<file path="config.mk">
export PLATFORM = sky130hd
export DESIGN_NAME = tga_rle_pixel_decoder_unit_flat
export DESIGN_NICKNAME = d
export VERILOG_FILES = /design/src/tga_rle_pkg.sv /design/src/tga_rle_byte_if.sv /design/src/tga_rle_pixel_if.sv /design/src/tga_rle_cfg_if.sv /design/src/tga_rle_pixel_decoder_unit.sv /design/src/flat_wrapper.sv
export SDC_FILE = /design/constraint.sdc
export NUM_CORES = 1
export LEC_CHECK = 0
export BUFFER_PORTS_ARGS = -buffer_cell sky130_fd_sc_hd__buf_2
export CAP_MARGIN = 30
export CORE_MARGIN = 5
export CORE_UTILIZATION = 40
export DETAILED_ROUTE_END_ITERATION = 8
export GPL_ROUTABILITY_DRIVEN = 0
export GPL_TIMING_DRIVEN = 0
export HOLD_SLACK_MARGIN = 0.05
export PLACE_DENSITY = 0.63
export REMOVE_ABC_BUFFERS = 1
export SKIP_LAST_GASP = 1
export SLEW_MARGIN = 20
export SYNTH_ARGS = -nofsm -noshare
export SYNTH_HDL_FRONTEND = slang
export SYNTH_SLANG_ARGS = --single-unit
</file>
<file path="constraint.sdc">
create_clock -name clk -period 9.3 [get_ports clk]
set_clock_uncertainty 0.1 [all_clocks]
set_input_delay 1.395 -clock clk [delete_from_list [all_inputs] [get_ports clk]]
set_output_delay 1.395 -clock clk [all_outputs]
set_load 0.1 [all_outputs]
</file>
<file path="src/tga_rle_pkg.sv">
package tga_rle_pkg;

	localparam int unsigned BYTE_W   = 8;
	localparam int unsigned BPP_W    = 3;
	localparam int unsigned COUNT_W  = 32;
	localparam int unsigned CFG_IDX_W = 1;
	localparam int unsigned CFG_DATA_W = 32;

	// Configuration register indexes.
	typedef enum logic [CFG_IDX_W-1:0] {
		REG_BYTES_PER_PIXEL = 1'b0,
		REG_PIXEL_COUNT     = 1'b1
	} cfg_reg_t;

	localparam logic [BPP_W-1:0]   BPP_RESET    = 3'd4;
	localparam logic [BPP_W-1:0]   BPP_NARROW   = 3'd3;
	localparam logic [COUNT_W-1:0] COUNT_RESET  = 32'd1;
	localparam logic [BYTE_W-1:0]  RUN_BIAS     = 8'd127;

	typedef logic [BYTE_W-1:0] byte_t;

endpackage

</file>
<file path="src/tga_rle_byte_if.sv">
interface tga_rle_byte_if
	import tga_rle_pkg::*;
();
	logic  valid;
	logic  ready;
	byte_t stream_byte;

	modport source (output valid, output stream_byte, input ready);
	modport sink (input valid, input stream_byte, output ready);
endinterface

</file>
<file path="src/tga_rle_pixel_if.sv">
interface tga_rle_pixel_if
	import tga_rle_pkg::*;
();
	logic  valid;
	logic  ready;
	byte_t red;
	byte_t green;
	byte_t blue;
	byte_t alpha;
	byte_t repeat_res;
	logic  last_pixel;

	modport source (output valid, output red, output green, output blue, output alpha,
		output repeat_res, output last_pixel, input ready);
	modport sink (input valid, input red, input green, input blue, input alpha,
		input repeat_res, input last_pixel, output ready);
endinterface

</file>
<file path="src/tga_rle_cfg_if.sv">
interface tga_rle_cfg_if
	import tga_rle_pkg::*;
();
	logic                  valid;
	logic                  ready;
	logic [CFG_IDX_W-1:0]  index;
	logic [CFG_DATA_W-1:0] data;

	modport source (output valid, output index, output data, input ready);
	modport sink (input valid, input index, input data, output ready);
endinterface

</file>
<file path="src/tga_rle_pixel_decoder_unit.sv">
// TGA run-length pixel decoder. The stream channel carries the compressed pixel
// data of one image, one byte per request, starting right after the file header.
// The pixels channel returns one request per completed pixel in R, G, B, A order,
// with a repeat count (1 for a raw pixel, the clipped run length for a run) and a
// flag on the pixel that completes the image, after which the decoder rearms.
// The cfg channel writes bytes_per_pixel (index 0) and pixel_count (index 1);
// it is always ready and is meant to be used only while the decoder is idle.
// A byte accepted on the stream channel is registered in the byte register, then
// decoded into the result register, from which its pixel, if any, is offered.
// Throughput: one byte per cycle while the pixels channel does not stall, set by
// the single decode stage that sits between the byte register and the result register.
// When the receiver stalls, the result register holds its pixel and the byte
// register holds one more byte; the stream channel then drops ready.
// Reset (arst_n low) returns bytes_per_pixel to 4, pixel_count to 1, and the
// decoder to waiting for a packet header at the start of an image.
module tga_rle_pixel_decoder_unit
	import tga_rle_pkg::*;
(
	input  logic            clk,
	input  logic            arst_n,
	tga_rle_byte_if.sink    stream,
	tga_rle_pixel_if.source pixels,
	tga_rle_cfg_if.sink     cfg
);

	// Configuration registers.
	logic [BPP_W-1:0]   bpp_q;
	logic [COUNT_W-1:0] pixel_count_q;

	// Input stage.
	logic  byte_valid_s1;
	byte_t byte_s1;

	// Decoder state.
	logic         expect_header_q;
	logic         raw_packet_q;
	logic [7:0]   packet_left_q;
	logic [1:0]   byte_pos_q;
	byte_t        hold0_q, hold1_q, hold2_q;
	logic [COUNT_W-1:0] pixels_done_q;

	// Result register.
	logic  out_valid_q;
	byte_t red_q, green_q, blue_q, alpha_q, repeat_q;
	logic  last_q;

	logic out_free;
	logic advance;

	// Next-state and result logic.
	logic         narrow;
	logic         complete;
	logic         emit;
	logic         expect_header_d;
	logic         raw_packet_d;
	logic [7:0]   packet_left_d;
	logic [1:0]   byte_pos_d;
	logic [COUNT_W-1:0] pixels_done_d;
	logic [COUNT_W-1:0] total;
	logic [COUNT_W-1:0] need;
	logic [7:0]   rep_raw;
	logic [7:0]   rep;
	logic         last;
	byte_t        red_d, green_d, blue_d, alpha_d;

	assign cfg.ready = 1'b1;

	// A byte may be decoded whenever the result register is empty or being emptied.
	assign out_free     = !out_valid_q || pixels.ready;
	assign advance      = byte_valid_s1 && out_free;
	assign stream.ready = !byte_valid_s1 || out_free;

	assign narrow = (bpp_q == BPP_NARROW);
	// The pixel completes on the byte whose position reaches the pixel width.
	assign complete = narrow ? byte_pos_q[1] : (byte_pos_q == 2'd3);

	assign total = (pixel_count_q == '0) ? COUNT_RESET : pixel_count_q;
	assign need  = (pixels_done_q < total) ? (total - pixels_done_q) : COUNT_RESET;

	always_comb begin
		expect_header_d = expect_header_q;
		raw_packet_d    = raw_packet_q;
		packet_left_d   = packet_left_q;
		byte_pos_d      = byte_pos_q;
		pixels_done_d   = pixels_done_q;
		emit            = 1'b0;
		rep_raw         = raw_packet_q ? 8'd1 : packet_left_q;
		if (rep_raw == 8'd0) begin
			rep_raw = 8'd1;
		end
		rep  = ({{(COUNT_W-8){1'b0}}, rep_raw} > need) ? need[7:0] : rep_raw;
		last = ({{(COUNT_W-8){1'b0}}, rep} >= need);

		// Bytes arrive as B, G, R (, A).
		blue_d = hold0_q;
		if (byte_pos_q == 2'd3) begin
			green_d = hold1_q;
			red_d   = hold2_q;
			alpha_d = byte_s1;
		end else begin
			green_d = byte_pos_q[1] ? hold1_q : 8'd0;
			red_d   = byte_s1;
			alpha_d = 8'd0;
		end

		if (expect_header_q) begin
			// Header below 128 opens a raw packet, otherwise a run.
			raw_packet_d    = !byte_s1[7];
			packet_left_d   = byte_s1[7] ? (byte_s1 - RUN_BIAS) : (byte_s1 + 8'd1);
			expect_header_d = 1'b0;
			byte_pos_d      = 2'd0;
		end else if (!complete) begin
			byte_pos_d = byte_pos_q + 2'd1;
		end else begin
			emit       = 1'b1;
			byte_pos_d = 2'd0;
			if (raw_packet_q && packet_left_q > 8'd1) begin
				packet_left_d = packet_left_q - 8'd1;
			end else begin
				packet_left_d   = 8'd0;
				expect_header_d = 1'b1;
			end
			if (last) begin
				// Image done: rearm for the next one.
				pixels_done_d   = '0;
				expect_header_d = 1'b1;
				packet_left_d   = 8'd0;
				raw_packet_d    = 1'b0;
			end else begin
				pixels_done_d = pixels_done_q + {{(COUNT_W-8){1'b0}}, rep};
			end
		end
	end

	always_ff @(posedge clk or negedge arst_n) begin
		if (!arst_n) begin
			bpp_q           <= BPP_RESET;
			pixel_count_q   <= COUNT_RESET;
			byte_valid_s1   <= 1'b0;
			expect_header_q <= 1'b1;
			raw_packet_q    <= 1'b0;
			packet_left_q   <= 8'd0;
			byte_pos_q      <= 2'd0;
			pixels_done_q   <= '0;
			out_valid_q     <= 1'b0;
		end else begin
			if (cfg.valid) begin
				case (cfg.index)
					REG_BYTES_PER_PIXEL: bpp_q <= cfg.data[BPP_W-1:0];
					REG_PIXEL_COUNT:     pixel_count_q <= cfg.data[COUNT_W-1:0];
					default: ;
				endcase
			end
			if (stream.ready) begin
				byte_valid_s1 <= stream.valid;
			end
			if (advance) begin
				expect_header_q <= expect_header_d;
				raw_packet_q    <= raw_packet_d;
				packet_left_q   <= packet_left_d;
				byte_pos_q      <= byte_pos_d;
				pixels_done_q   <= pixels_done_d;
			end
			if (out_free) begin
				out_valid_q <= advance && emit;
			end
		end
	end

	// Payload registers carry no reset.
	always_ff @(posedge clk) begin
		if (stream.valid && stream.ready) begin
			byte_s1 <= stream.stream_byte;
		end
		if (advance && !expect_header_q && !complete) begin
			case (byte_pos_q)
				2'd0:    hold0_q <= byte_s1;
				2'd1:    hold1_q <= byte_s1;
				2'd2:    hold2_q <= byte_s1;
				default: ;
			endcase
		end
		if (advance && emit) begin
			red_q    <= red_d;
			green_q  <= green_d;
			blue_q   <= blue_d;
			alpha_q  <= alpha_d;
			repeat_q <= rep;
			last_q   <= last;
		end
	end

	assign pixels.valid      = out_valid_q;
	assign pixels.red        = red_q;
	assign pixels.green      = green_q;
	assign pixels.blue       = blue_q;
	assign pixels.alpha      = alpha_q;
	assign pixels.repeat_res = repeat_q;
	assign pixels.last_pixel = last_q;

endmodule

</file>
<file path="src/flat_wrapper.sv">
// flat-port wrapper written by rule: the top's interface ports become plain ports
module tga_rle_pixel_decoder_unit_flat import tga_rle_pkg::*;
  (clk, arst_n, stream_valid, stream_stream_byte, stream_ready, pixels_valid, pixels_red, pixels_green, pixels_blue, pixels_alpha, pixels_repeat_res, pixels_last_pixel, pixels_ready, cfg_valid, cfg_index, cfg_data, cfg_ready);
  tga_rle_byte_if stream_i ();
  tga_rle_pixel_if pixels_i ();
  tga_rle_cfg_if cfg_i ();
  input  logic clk;
  input  logic arst_n;
  input wire logic [$bits(stream_i.valid)-1:0] stream_valid;
  input wire logic [$bits(stream_i.stream_byte)-1:0] stream_stream_byte;
  output wire logic [$bits(stream_i.ready)-1:0] stream_ready;
  output wire logic [$bits(pixels_i.valid)-1:0] pixels_valid;
  output wire logic [$bits(pixels_i.red)-1:0] pixels_red;
  output wire logic [$bits(pixels_i.green)-1:0] pixels_green;
  output wire logic [$bits(pixels_i.blue)-1:0] pixels_blue;
  output wire logic [$bits(pixels_i.alpha)-1:0] pixels_alpha;
  output wire logic [$bits(pixels_i.repeat_res)-1:0] pixels_repeat_res;
  output wire logic [$bits(pixels_i.last_pixel)-1:0] pixels_last_pixel;
  input wire logic [$bits(pixels_i.ready)-1:0] pixels_ready;
  input wire logic [$bits(cfg_i.valid)-1:0] cfg_valid;
  input wire logic [$bits(cfg_i.index)-1:0] cfg_index;
  input wire logic [$bits(cfg_i.data)-1:0] cfg_data;
  output wire logic [$bits(cfg_i.ready)-1:0] cfg_ready;
  assign stream_i.valid = stream_valid;
  assign stream_i.stream_byte = stream_stream_byte;
  assign stream_ready = stream_i.ready;
  assign pixels_valid = pixels_i.valid;
  assign pixels_red = pixels_i.red;
  assign pixels_green = pixels_i.green;
  assign pixels_blue = pixels_i.blue;
  assign pixels_alpha = pixels_i.alpha;
  assign pixels_repeat_res = pixels_i.repeat_res;
  assign pixels_last_pixel = pixels_i.last_pixel;
  assign pixels_i.ready = pixels_ready;
  assign cfg_i.valid = cfg_valid;
  assign cfg_i.index = cfg_index;
  assign cfg_i.data = cfg_data;
  assign cfg_ready = cfg_i.ready;
  tga_rle_pixel_decoder_unit u_core (.clk(clk), .arst_n(arst_n), .stream(stream_i), .pixels(pixels_i), .cfg(cfg_i));
endmodule
</file>
# Word level (Yosys, flattened, before mapping)
# Index checks and enable logic that the tools add are counted.
# Widths: inputs -> output; s select.
# classes
n_reduce_logical,26
n_lt_le_gt_ge,4
bitwise_logic,2
eq_ne,4
n_addsub,6
muxes,26
# op_table
cell,n
$mux 32,3
$mux 8,11
$add 32x8->32,1
$ge 8x32->1,1
$gt 8x32->1,1
$logic_not 32->1,1
$lt 32x32->1,1
$sub 32x32->32,1
$reduce_and 2->1,6
$mux 1,10
$add 8x1->8 const B,1
$gt 8x1->1 const B,1
$logic_not 8->1,1
$sub 8x1->8 const B,1
$sub 8x7->8 const B,1
$logic_and 1x1->1,6
$reduce_and 3->1,2
$logic_not 1->1,5
$eq 2x2->1 const B,2
$mux 2,2
$reduce_bool 2->1,2
$eq 3x2->1 const B,1
$add 2x1->2 const B,1
$eq 2x1->1 const B,1
other kinds (3),5
# totals
output_inout_bits,44
in_bits,46
ff_bits,154
elab_cells,87

# Depth between registers and ports, before layout
# Gate-level depths: netlist of the first run.
# logic_depth
ltp_word,10
mapped_depth,40
ltp_nobuf,39

# Worst setup path before layout of the first run
# No wires, ideal clock.
# synth_timing
kind,reg-to-reg
start,register u_core.pixel_count_q[7]
end,register u_core.pixels_done_q[30]
synth_period_minus_slack_ns,7.380
path_stages_with_launch,41
required_ns,9.079
arrival_ns,7.159
setup_time_ns,0.121
setup_slack_ns,1.920
path_buffers,1
path_cell_list,dfrtp_1 > nor4_1 > nand4_1 > nor2_1 > nor2_1 > ha_1 > inv_1 > fa_1 > nand3_1 > a21oi_1 > o211ai_1 > a2111oi_0 > o22ai_1 > o21a_4 > nor2_4 > nand2_1 > ha_1 > nor2b_1 > (+5 left out) > a211oi_1 > a221oi_2 > buf_6 > mux2_4 > ha_1 > inv_1 > fa_1 > nor2b_1 > o21ai_0 > a21oi_1 > o21ai_0 > a21oi_1 > o21a_1 > o21ai_1 > nor4_1 > or3b_2 > xnor2_1 > nor2_1
# synth_via
elab_chain_cells,8
elab_cells_between_ends,10
cone_classes,add/sub (2); order compare (3); mux (4); reduce/logical (1)
# synth_lines
item,line,source
start: declaration,tga_rle_pixel_decoder_unit.sv:28,logic [COUNT_W-1:0] pixel_count_q;
start signal: assignment,tga_rle_pixel_decoder_unit.sv:150,REG_PIXEL_COUNT: pixel_count_q <= cfg.data[COUNT_W-1:0];
$logic_not 32->1,tga_rle_pixel_decoder_unit.sv:77,assign total = (pixel_count_q == '0) ? COUNT_RESET : pixel_count_q;
$mux 32 *,tga_rle_pixel_decoder_unit.sv:77,
$sub 32x32->32 / $lt 32x32->1 (equally long branches),tga_rle_pixel_decoder_unit.sv:78,assign need = (pixels_done_q < total) ? (total - pixels_done_q) : COUNT_RESET;
$mux 32 *,tga_rle_pixel_decoder_unit.sv:78,
$gt 8x32->1,tga_rle_pixel_decoder_unit.sv:91,"rep = ({{(COUNT_W-8){1'b0}}, rep_raw} > need) ? need[7:0] : rep_raw;"
$mux 8 *,tga_rle_pixel_decoder_unit.sv:91,
net u_core.rep[0],tga_rle_pixel_decoder_unit.sv:62,logic [7:0] rep;
$add 32x8->32 / $ge 8x32->1 (equally long branches),"tga_rle_pixel_decoder_unit.sv:130, tga_rle_pixel_decoder_unit.sv:92",
$mux 32 *,tga_rle_pixel_decoder_unit.sv:123,if (last) begin
end signal: assignment,tga_rle_pixel_decoder_unit.sv:162,pixels_done_q <= pixels_done_d;
end: declaration,tga_rle_pixel_decoder_unit.sv:40,logic [COUNT_W-1:0] pixels_done_q;
# The timed path passes the listed nets; every way through them passes the cells marked *.
# A chain may end at the register's enable or synchronous reset.

# Worst setup path after layout of the first run
# layout_timing
start,register u_core.pixel_count_q[17]
end,register u_core.pixels_done_q[30]
# Same word-level chain as after synthesis.

==> flow_summary.toml, run 1 <==
[placed_design]
hpwlAfterDp_um = 15900
port_buffers = 88
placed_cell_area_um2 = 10060

[sta]
worst_pin_slew_ns = 0.8579
relSlewSlack_pct = 42.81
rsz0062_at_grt = "false"
period_needed_ns = 8.743
clock.fmax_mhz = 114.4
final_max_slew_viol_count = 0
post-route-period-util_pct = 94.01
setup_viol = 0
holdWs_ns = 0.3160
hold_viol_final = 0

[setup_path]
path_class = "register to register"
path_buf_inv = 2
crit_path_start_kind = "register"
endpoint_kind = "register"
worst_path_max_delay_cell = "or3b_2"
crit_family = "compound AO/OA/AOI/OAI gates"
cp.required_ns = 9.48
crit_path_max_fanout = 10
worstPathArrival_ns = 8.93
cpPeakStageDelay_ns = 0.50

[floorplanning]
dieHeight_um = 164.3
fp.dieW_um = 164.3
rows = 56
core-area_um2 = 23470
dieArea_um2 = 26990
io_pins = 90
start_util_pct = 40.56

[final_layout]
area_delta_synth_final_pct = 13.05
fillers = 2208
finalInstanceArea_um2 = 10760
num_antenna_cells = 0
final_nets = 1085
drive_above_1_share_pct = 21.28

[routing]
ant_nets = 0
drtIter0Drc = 471
viasPerCell = 5.278
routedWlPerCell_um = 16.48
vias = 6893
wl_um = 21530
drc = 0
dr.pass1.iters = 5

[logic_synthesis]
ys_warn_count = 0
ys_async_sr_fraction_pct = 52.60
ys.flop_type = "dfrtp_1"
synth_edf_count = 73
syn_area_um2 = 9520
ys_ff_latch = 154
synth_top_area_share_pct = 23.03
ys_seq_area_share_pct = 44.36
synthTopCellsByCount = "78 x dfrtp_1, 73 x edfxtp_1, 63 x ha_1, 63 x nand2_1, 61 x nor2_1"
syn_avg_cell_area_um2 = 10.26
ys_types = 85
yosysMostFrequentCell = "dfrtp_1"
synth_top_area_cell = "edfxtp_1"
synthTopCellsByArea = "edfxtp_1 23%, dfrtp_1 21%, ha_1 8.3%, mux2_2 5.3%, xnor2_1 3.5%"
synthCells = 928

[power_and_ir_drop]
power_density_nw_per_um2 = 325.6
irDropWorstVdd_uv = 125.6
p_leak_nw = 4.388
power.total_mw = 3.504

[global_route]
grtUsageTotal_pct = 16.45
antenna_found_initial = 0
grt_max_degree = 43
grt_pass1_wl_um = 35310
overflow = 0
first_global_vias = 6950

[flow_run]
maxCapViolCount = 0

[clock_tree]
cts_sinks = 154
cts_max_level = 4
clk_pin_slew_ns = 0.07
cts_buffer_depth = 2
insertion_delay_ns = 0.43
cts_tree = "built"
cts_root_buf = "clkbuf_16"
cts_buffers = 17

[min_path]
hp-class = "register to register"

[outcome]
status = "completed"
==> repair_timing <==
action / in CTS / in global routing
hold buffers: 0 / 0
pin swaps: 0 / 1
buffers inserted: 0 / 5
endpoints found under the setup margin: 5 / 28
gates resized for setup: 2 / 4
==> layer usage <==
metal	routed length, um	track usage, %	vias to the layer above
li1	-	-	3424
met1	10010	21.96	3300
met2	10410	27.21	144
met3	792	2.961	25
met4	315	5.185	0
met5	0	0	-
==> cell type report <==
type,instances,area [um^2],area share [%]
inverter,60,225.2,2.093
tap,319,399.1,3.708
clock buffer,17,425.4,3.953
sequential,154,4223,39.24
timing repair buffer,98,558.0,5.185
multi-input combinational,643,4740,44.04
clock inverter,15,192.7,1.790
==> per-stage QoR <==
stage,std cells,util (%),setup slack (ns),TNS [ns]
6_report,1306,45.85,0.5570,0
2_1_floorplan,857,-,1.653,0
3_3_place_gp,1264,42.54,-0.3541,-0.4771
5_1_grt,1306,45.85,0.05091,0
4_1_cts,1300,45.58,0.0007168,0
3_5_place_dp,1268,42.87,-0.3916,-0.6460
==> state kept, by name, indices dropped and copies added, names as in the netlist, 2 cells and up <==
register and cells:
u_core.pixels.red 8, u_core.blue_d 8, u_core.pixels.green 8, u_core.pixels.blue 8, u_core.pixels.alpha 8, u_core.hold1_q 8
u_core.byte_s1 8, u_core.bpp_q 3, u_core.pixel_count_q 32, u_core.byte_pos_q 2, u_core.packet_left_q 8, u_core.pixels.repeat_res 8
u_core.hold2_q 8, u_core.pixels_done_q 32
==> worst paths after layout <==
check | cells after the start | to | from | slack, ns
max reg2reg | 39 | u_core.pixels_done_q[30]$_DFFE_PN0P_ | u_core.pixel_count_q[17]$_DFFE_PN0P_ | 0.56
min | 0 | u_core.pixels.blue[3]$_DFFE_PP_ | u_core.blue_d[3]$_DFFE_PP_ | 0.32
max in group asynchronous | 2 | u_core.bpp_q[2]$_DFFE_PN1P_ | arst_n | 7.59
min in group asynchronous | 1 | u_core.pixel_count_q[30]$_DFFE_PN0P_ | arst_n | 0.83
min reg2reg | 0 | u_core.pixels.blue[3]$_DFFE_PP_ | u_core.blue_d[3]$_DFFE_PP_ | 0.32
max | 39 | u_core.pixels_done_q[30]$_DFFE_PN0P_ | u_core.pixel_count_q[17]$_DFFE_PN0P_ | 0.56
==> worst register-to-register path: cells and delay by family (launching register included) <==
| kind | cells | cell delay (ns) |
|---|---|---|
| AO/OA/AOI/OAI | 16 | 3.39 |
| XOR/XNOR | 1 | 0.15 |
| adder cells (fa/ha/maj) | 5 | 1.36 |
| buffers and inverters | 2 | 0.13 |
| flip-flops | 1 | 0.40 |
| multiplexers | 1 | 0.25 |
| AND/OR/NAND/NOR | 14 | 2.84 |
==> report_power, final <==
| group | internal (mW) | switching (mW) |
|---|---|---|
| clock | 0.368 | 0.340 |
| sequential | 0.893 | 0.101 |
| combinational | 0.655 | 1.15 |
==> layout by cell type, fill, tap and decap left out, types with 8 or more instances in the layout <==
cell type and count:
o21a_1 8, nand3_1 25, o41ai_1 9, dfrtp_1 78
nor2b_1 15, nand4_1 20, nand2_1 62, a21o_1 14
xnor2_1 38, xor2_1 13, and3_1 10, mux2_2 45
o21ai_0 30, nor2_1 61, mux2i_1 12, ha_1 63
a21oi_1 43, nand2b_1 14, inv_1 58, nor3_1 26
edfxtp_1 73, nor4_1 12, and2_1 16, clkbuf_16 17
buf_2 89
==> cell families (layout without fill, tap and decap cells) <==
group           count (synthesis)  after routing  share of synthesized area (%)
xor+xnor                       51             51                          4.692
compound gates                180            180                          13.56
mux                            59             59                          6.900
buf+inv                       131            190                          6.295
simple gates                  287            287                          15.46
other cells                     1              1                        0.03939
fa+ha+maj                      65             65                          8.700
flops                         154            154                          44.36
No activity file was read; power rests on OpenSTA's default activity.
==> run 2, diff against run 1 <==
Settings changed: ABC_AREA from default to 1, PLACE_DENSITY 0.63 to 0.62.
==> run 2 against run 1 <==
Net effect: sequential cell count unchanged; synthesized area increased by 11%; routed wire length increased by 19%; setup slack improved by 0.60 ns; sequential share of layout area decreased by 3.5 points; fmax increased by 7.3%; largest cell class unchanged.
==> flow_summary.toml, run 2 <==
[setup_path]
worst_path_max_delay_cell = "o41a_1"
path_class = "register to register"
cpMostUsedCell = "nand2_1"
path_buf_inv = 5
worstPathArrival_ns = 8.42
crit_path_start_kind = "register"
endpoint_kind = "register"
crit_path_max_fanout = 21
cp.required_ns = 9.58
crit_family = "simple AND/OR/NAND/NOR gates"
cpPeakStageDelay_ns = 0.49

[power_and_ir_drop]
p_sw_share_pct = 50.10
clkPwrFrac_pct = 18.3
internal_power_mw = 1.982
p_comb_share_pct = 55.9
switchingPower_mw = 1.990
power.total_mw = 3.972
p_seq_share_pct = 25.8
power_density_nw_per_um2 = 335.7
p_leak_nw = 6.191
irDropWorstVdd_uv = 157.1

[routing]
drtIter0Drc = 564
dr.pass1.iters = 5
vias = 8732
viasPerCell = 4.798
wl_um = 25540
drc = 0
ant_nets = 0
routedWlPerCell_um = 14.03

[sta]
relSlewSlack_pct = 43.60
setup-tns-final_ns = 0
clock.fmax_mhz = 122.8
rsz0062_at_grt = "false"
worst_pin_slew_ns = 0.8459
period_needed_ns = 8.146
post-route-period-util_pct = 87.59
final_max_slew_viol_count = 0
hold_viol_final = 0
holdWs_ns = 0.3220
setup_viol = 0

[logic_synthesis]
synthCells = 1411
syn_area_um2 = 10520
ys_warn_count = 0
synthTopCellsByCount = "401 x nand2_1, 249 x inv_1, 132 x nor2_1"
synth_top_area_share_pct = 20.83
ys_ff_latch = 154
syn_avg_cell_area_um2 = 7.458
synth_edf_count = 73
ys_types = 47
ys.flop_type = "dfrtp_1"
synth_top_area_cell = "edfxtp_1"
synthTopCellsByArea = "edfxtp_1 21%, dfrtp_1 19%, nand2_1 14%, inv_1 8.9%, ha_1 7.5%"
yosysMostFrequentCell = "nand2_1"
ys_seq_area_share_pct = 40.13
ys_async_sr_fraction_pct = 52.60

[final_layout]
final_nets = 1583
num_antenna_cells = 0
area_delta_synth_final_pct = 12.45
final_cell_mix = "400 x nand2_1, 249 x inv_1, 132 x nor2_1"
finalInstanceArea_um2 = 11830
reg_top3 = "u_core.pixel_count_q (32), u_core.pixels_done_q (32)"
layout_commonest_cell = "nand2_1"
final_util_pct = 45.54
drive_above_1_share_pct = 16.30

[placed_design]
port_buffers = 88
hpwlAfterDp_um = 20240
placed_cell_area_um2 = 11210

[global_route]
grt.busiest_layer = "met2"
met3_usage_pct = 2.881
overflow = 0
grtUsageTotal_pct = 17.78
use_met2_pct = 31.33
grt_max_degree = 60
antenna_found_initial = 0
grt_pass1_wl_um = 41670
first_global_vias = 8399
grtUsageMet1_pct = 22.77

[clock_tree]
cts_sinks = 154
cts_max_level = 4
cts_resized = 0
cts_buffers = 17
postCtsHoldBufs = 0
insertion_delay_ns = 0.44
post-cts-setup-buffer-count = 0
clk_pin_slew_ns = 0.07
cts_buffer_depth = 2
cts_root_buf = "clkbuf_16"
cts_tree = "built"

[outcome]
status = "completed"

[floorplanning]
start_util_pct = 40.49
io_pins = 90
dieHeight_um = 172.2
rows = 59
fp.dieW_um = 172.2
core-area_um2 = 25980
dieArea_um2 = 29650

[min_path]
hp-class = "register to register"

[flow_run]
maxCapViolCount = 0
==> run 2: changes by cell type in the layout (fill, tap and decap cells not counted), moves of 14 or more <==
cell / delta
nand2_1: +338
nor2_1: +71
xnor2_1: -28
nand2_2: +20
nand3_1: +36
inv_2: +25
nand2b_1: -14
nor2b_1: -15
inv_1: +191
nor3_1: -16
mux2_2: -16
a21o_1: -14
==> run 2: kinds of logic after synthesis <==
group	count (synthesis)	share of synthesized area [%]
other	1	0.03564
buffers and inverters	329	12.20
AND/OR/NAND/NOR	698	28.88
multiplexers	29	3.103
XOR/XNOR	24	1.998
flip-flops	154	40.13
adder cells (fa/ha/maj)	65	7.872
AO/OA/AOI/OAI	111	5.779
==> run 2: power by group through the flow <==
stage | clock network [mW] | logic (mW) | registers, mW
global placement | 0 | 2.17 | 1.03
finish | 0.726 | 2.22 | 1.03
CTS | 0.741 | 2.22 | 1.02
global route | 0.768 | 2.53 | 1.04
detailed placement | 0 | 2.21 | 1.04
floorplan | 0 | 1.55 | 1.18
==> run 2: metal layers <==
layer,share of wire (%),wire (um),up-vias
li1,-,-,4532
met1,46,11770,3987
met2,48,12240,180
met3,4.0,1029,33
met4,2.0,501,0
met5,0,0,-
==> run 2: area by class of cell <==
class,instances,area (um^2)
fill,2668,14150
multi-input combinational,928,5019
sequential,154,4223
inverter,281,1060
timing repair buffer,90,490.5
clock buffer,17,425.4
tap,335,419.2
clock inverter,15,196.4
==> run 2: path summary, 6_finish.rpt <==
kind | cells past startpoint | from | endpoint | slack, ns
setup / recovery | 45 | u_core.pixel_count_q[2]$_DFFE_PN0P_ | u_core.pixels_done_q[30]$_DFFE_PN0P_ | 1.15
hold / removal | 0 | u_core.blue_d[7]$_DFFE_PP_ | u_core.pixels.blue[7]$_DFFE_PP_ | 0.32
setup reg to reg | 45 | u_core.pixel_count_q[2]$_DFFE_PN0P_ | u_core.pixels_done_q[30]$_DFFE_PN0P_ | 1.15
hold reg to reg | 0 | u_core.blue_d[7]$_DFFE_PP_ | u_core.pixels.blue[7]$_DFFE_PP_ | 0.32
max in group asynchronous | 2 | arst_n | u_core.pixel_count_q[0]$_DFFE_PN1P_ | 7.57
min in group asynchronous | 1 | arst_n | u_core.pixel_count_q[23]$_DFFE_PN0P_ | 0.84
==> run 2: stage by stage <==
step                      instances  worst slack, ns
after floorplan                1363            2.977
after global placement         1786            1.309
after detailed placement       1788            1.222
after CTS                      1820            1.180
after global routing           1820           0.3641
final                          1820            1.154
==> run 2: worst register-to-register path, delay by kind of cell, from the launching register on <==
| family | cells | cell delay, ns |
|---|---|---|
| adders and majority gates | 5 | 1.40 |
| and+or+nand+nor | 25 | 3.54 |
| AOI/OAI and AO/OA | 10 | 2.00 |
| buffers and inverters | 5 | 0.59 |
| DFF | 1 | 0.47 |
==> run 3, diff against run 2 <==
Settings changed: PLACE_DENSITY 0.62 to default, SKIP_CTS_REPAIR_TIMING from default to 1.
==> run 3 against run 2 <==
Net effect: utilization unchanged; design area did not move; sequential cell count stayed put; largest power group unchanged; critical path type unchanged; global-route usage barely moved; combinational power about the same; register-to-register slack about the same; critical endpoint unchanged.
==> flow_summary.toml, run 3 (synthesis gave the netlist of run 2 again) <==
[final_layout]
area_delta_synth_final_pct = 12.45
stdcell_count = 1820
drive_above_1_share_pct = 16.30
final_cell_mix = "400 x nand2_1, 249 x inv_1, 132 x nor2_1"
reg_top3 = "u_core.pixel_count_q (32), u_core.pixels_done_q (32)"
final_util_pct = 45.54
finalInstanceArea_um2 = 11830
final_nets = 1583
fillers = 2602
num_antenna_cells = 0
layout_commonest_cell = "nand2_1"

[power_and_ir_drop]
clkPwrFrac_pct = 18.5
power_density_nw_per_um2 = 334.8
internal_power_mw = 1.982
p_sw_share_pct = 49.97
p_leak_nw = 6.192
p_comb_share_pct = 55.7
p_seq_share_pct = 25.8
irDropWorstVdd_uv = 148.8
power.total_mw = 3.962
switchingPower_mw = 1.980

[floorplanning]
core-area_um2 = 25980
fp.dieW_um = 172.2
dieArea_um2 = 29650
start_util_pct = 40.49
io_pins = 90
rows = 59
dieHeight_um = 172.2

[setup_path]
cpPeakStageDelay_ns = 0.49
worstPathArrival_ns = 8.44
path_class = "register to register"
cpMostUsedCell = "nand2_1"
crit_path_start_kind = "register"
worst_path_max_delay_cell = "o41a_1"
crit_path_max_fanout = 21
cp.required_ns = 9.59
endpoint_kind = "register"

[sta]
period_needed_ns = 8.152
hold_viol_final = 0
clock.fmax_mhz = 122.7
final_max_slew_viol_count = 0
relSlewSlack_pct = 43.58
post-route-period-util_pct = 87.65
worst_pin_slew_ns = 0.8463
setup_viol = 0
rsz0062_at_grt = "false"
setup-tns-final_ns = 0

[global_route]
first_global_vias = 8264
grt_pass1_wl_um = 41470
grtUsageTotal_pct = 17.76
antenna_found_initial = 0
overflow = 0
grt_max_degree = 60

[placed_design]
placed_cell_area_um2 = 11210
port_buffers = 88
hpwlAfterDp_um = 20110
dp_cells = 1788

[outcome]
status = "completed"

[routing]
vias = 8624
viasPerCell = 4.738
wl_um = 25230
drc = 0
routedWlPerCell_um = 13.86
dr.pass1.iters = 5
drtIter0Drc = 642
ant_nets = 0

[clock_tree]
clk_pin_slew_ns = 0.07
cts_sinks = 154
cts_root_buf = "clkbuf_16"
insertion_delay_ns = 0.44
cts_max_level = 4
cts_buffers = 17
cts_tree = "built"
cts_buffer_depth = 2

[min_path]
hp-class = "register to register"

[flow_run]
maxCapViolCount = 0
run 3: cell count changes in the layout (fill, tap and decap cells not counted):
| cell | previous run | this run |
|---|---|---|
| inv_12 | 3 | 4 |
| clkinv_8 | 4 | 3 |
run 3: per-stage QoR:
| step | hold WS, ns | setup slack (ns) |
|---|---|---|
| 3_3_place_gp | 0.3019 | 1.226 |
| 4_1_cts | 0.3222 | 1.093 |
| 5_1_grt | 0.3293 | 0.4197 |
| 6_report | 0.3219 | 1.148 |
| 2_1_floorplan | 0.3003 | 2.977 |
| 3_5_place_dp | 0.3045 | 1.131 |
run 3: final timing paths:
check	start	endpoint	slack, ns	depth (start not counted)
worst min-delay path	u_core.blue_d[3]$_DFFE_PP_	u_core.pixels.blue[3]$_DFFE_PP_	0.32	0
worst max register to register	u_core.pixel_count_q[2]$_DFFE_PN0P_	u_core.pixels_done_q[30]$_DFFE_PN0P_	1.15	45
min in group asynchronous	arst_n	u_core.pixel_count_q[31]$_DFFE_PN0P_	0.79	1
worst max-delay path	u_core.pixel_count_q[2]$_DFFE_PN0P_	u_core.pixels_done_q[30]$_DFFE_PN0P_	1.15	45
worst min register to register	u_core.blue_d[3]$_DFFE_PP_	u_core.pixels.blue[3]$_DFFE_PP_	0.32	0
max in group asynchronous	arst_n	u_core.expect_header_q$_DFFE_PN1P_	7.63	2
run 3: layout make-up:
class	instances	area (um^2)	share of cell area, %
clock inverters	15	196.4	1.660
repair buffers	90	490.5	4.145
well taps	335	419.2	3.542
clock buffers	17	425.4	3.595
multi-input cells	928	5019	42.41
inverters	281	1060	8.956
flip-flops and latches	154	4223	35.69
run 3: power by group through the flow:
stage / combinational [mW] / sequential [mW] / clock [mW]
6_report: 2.21 / 1.02 / 0.732
5_1_grt: 2.53 / 1.04 / 0.778
4_1_cts: 2.22 / 1.02 / 0.746
3_5_place_dp: 2.21 / 1.04 / 0
3_3_place_gp: 2.18 / 1.03 / 0
2_1_floorplan: 1.55 / 1.18 / 0
run 3: per-layer routing:
layer  vias to the layer above  GRT usage, %  share of wire [%]  wire length (um)
met5                         -             0                  0                 0
li1                       4539             -                  -                 -
met3                        28         2.881                4.2              1062
met2                       169         31.03                 48             12230
met1                      3888         22.85                 45             11440
met4                         0         4.956                2.0               500
run 3: worst max-delay path: cells and delay by family, from the launching register on:
kind,cells,cell delay (ns)
compound gates,10,2.02
fa+ha+maj,5,1.37
buf+inv,5,0.59
flops,1,0.46
simple gates,25,3.55
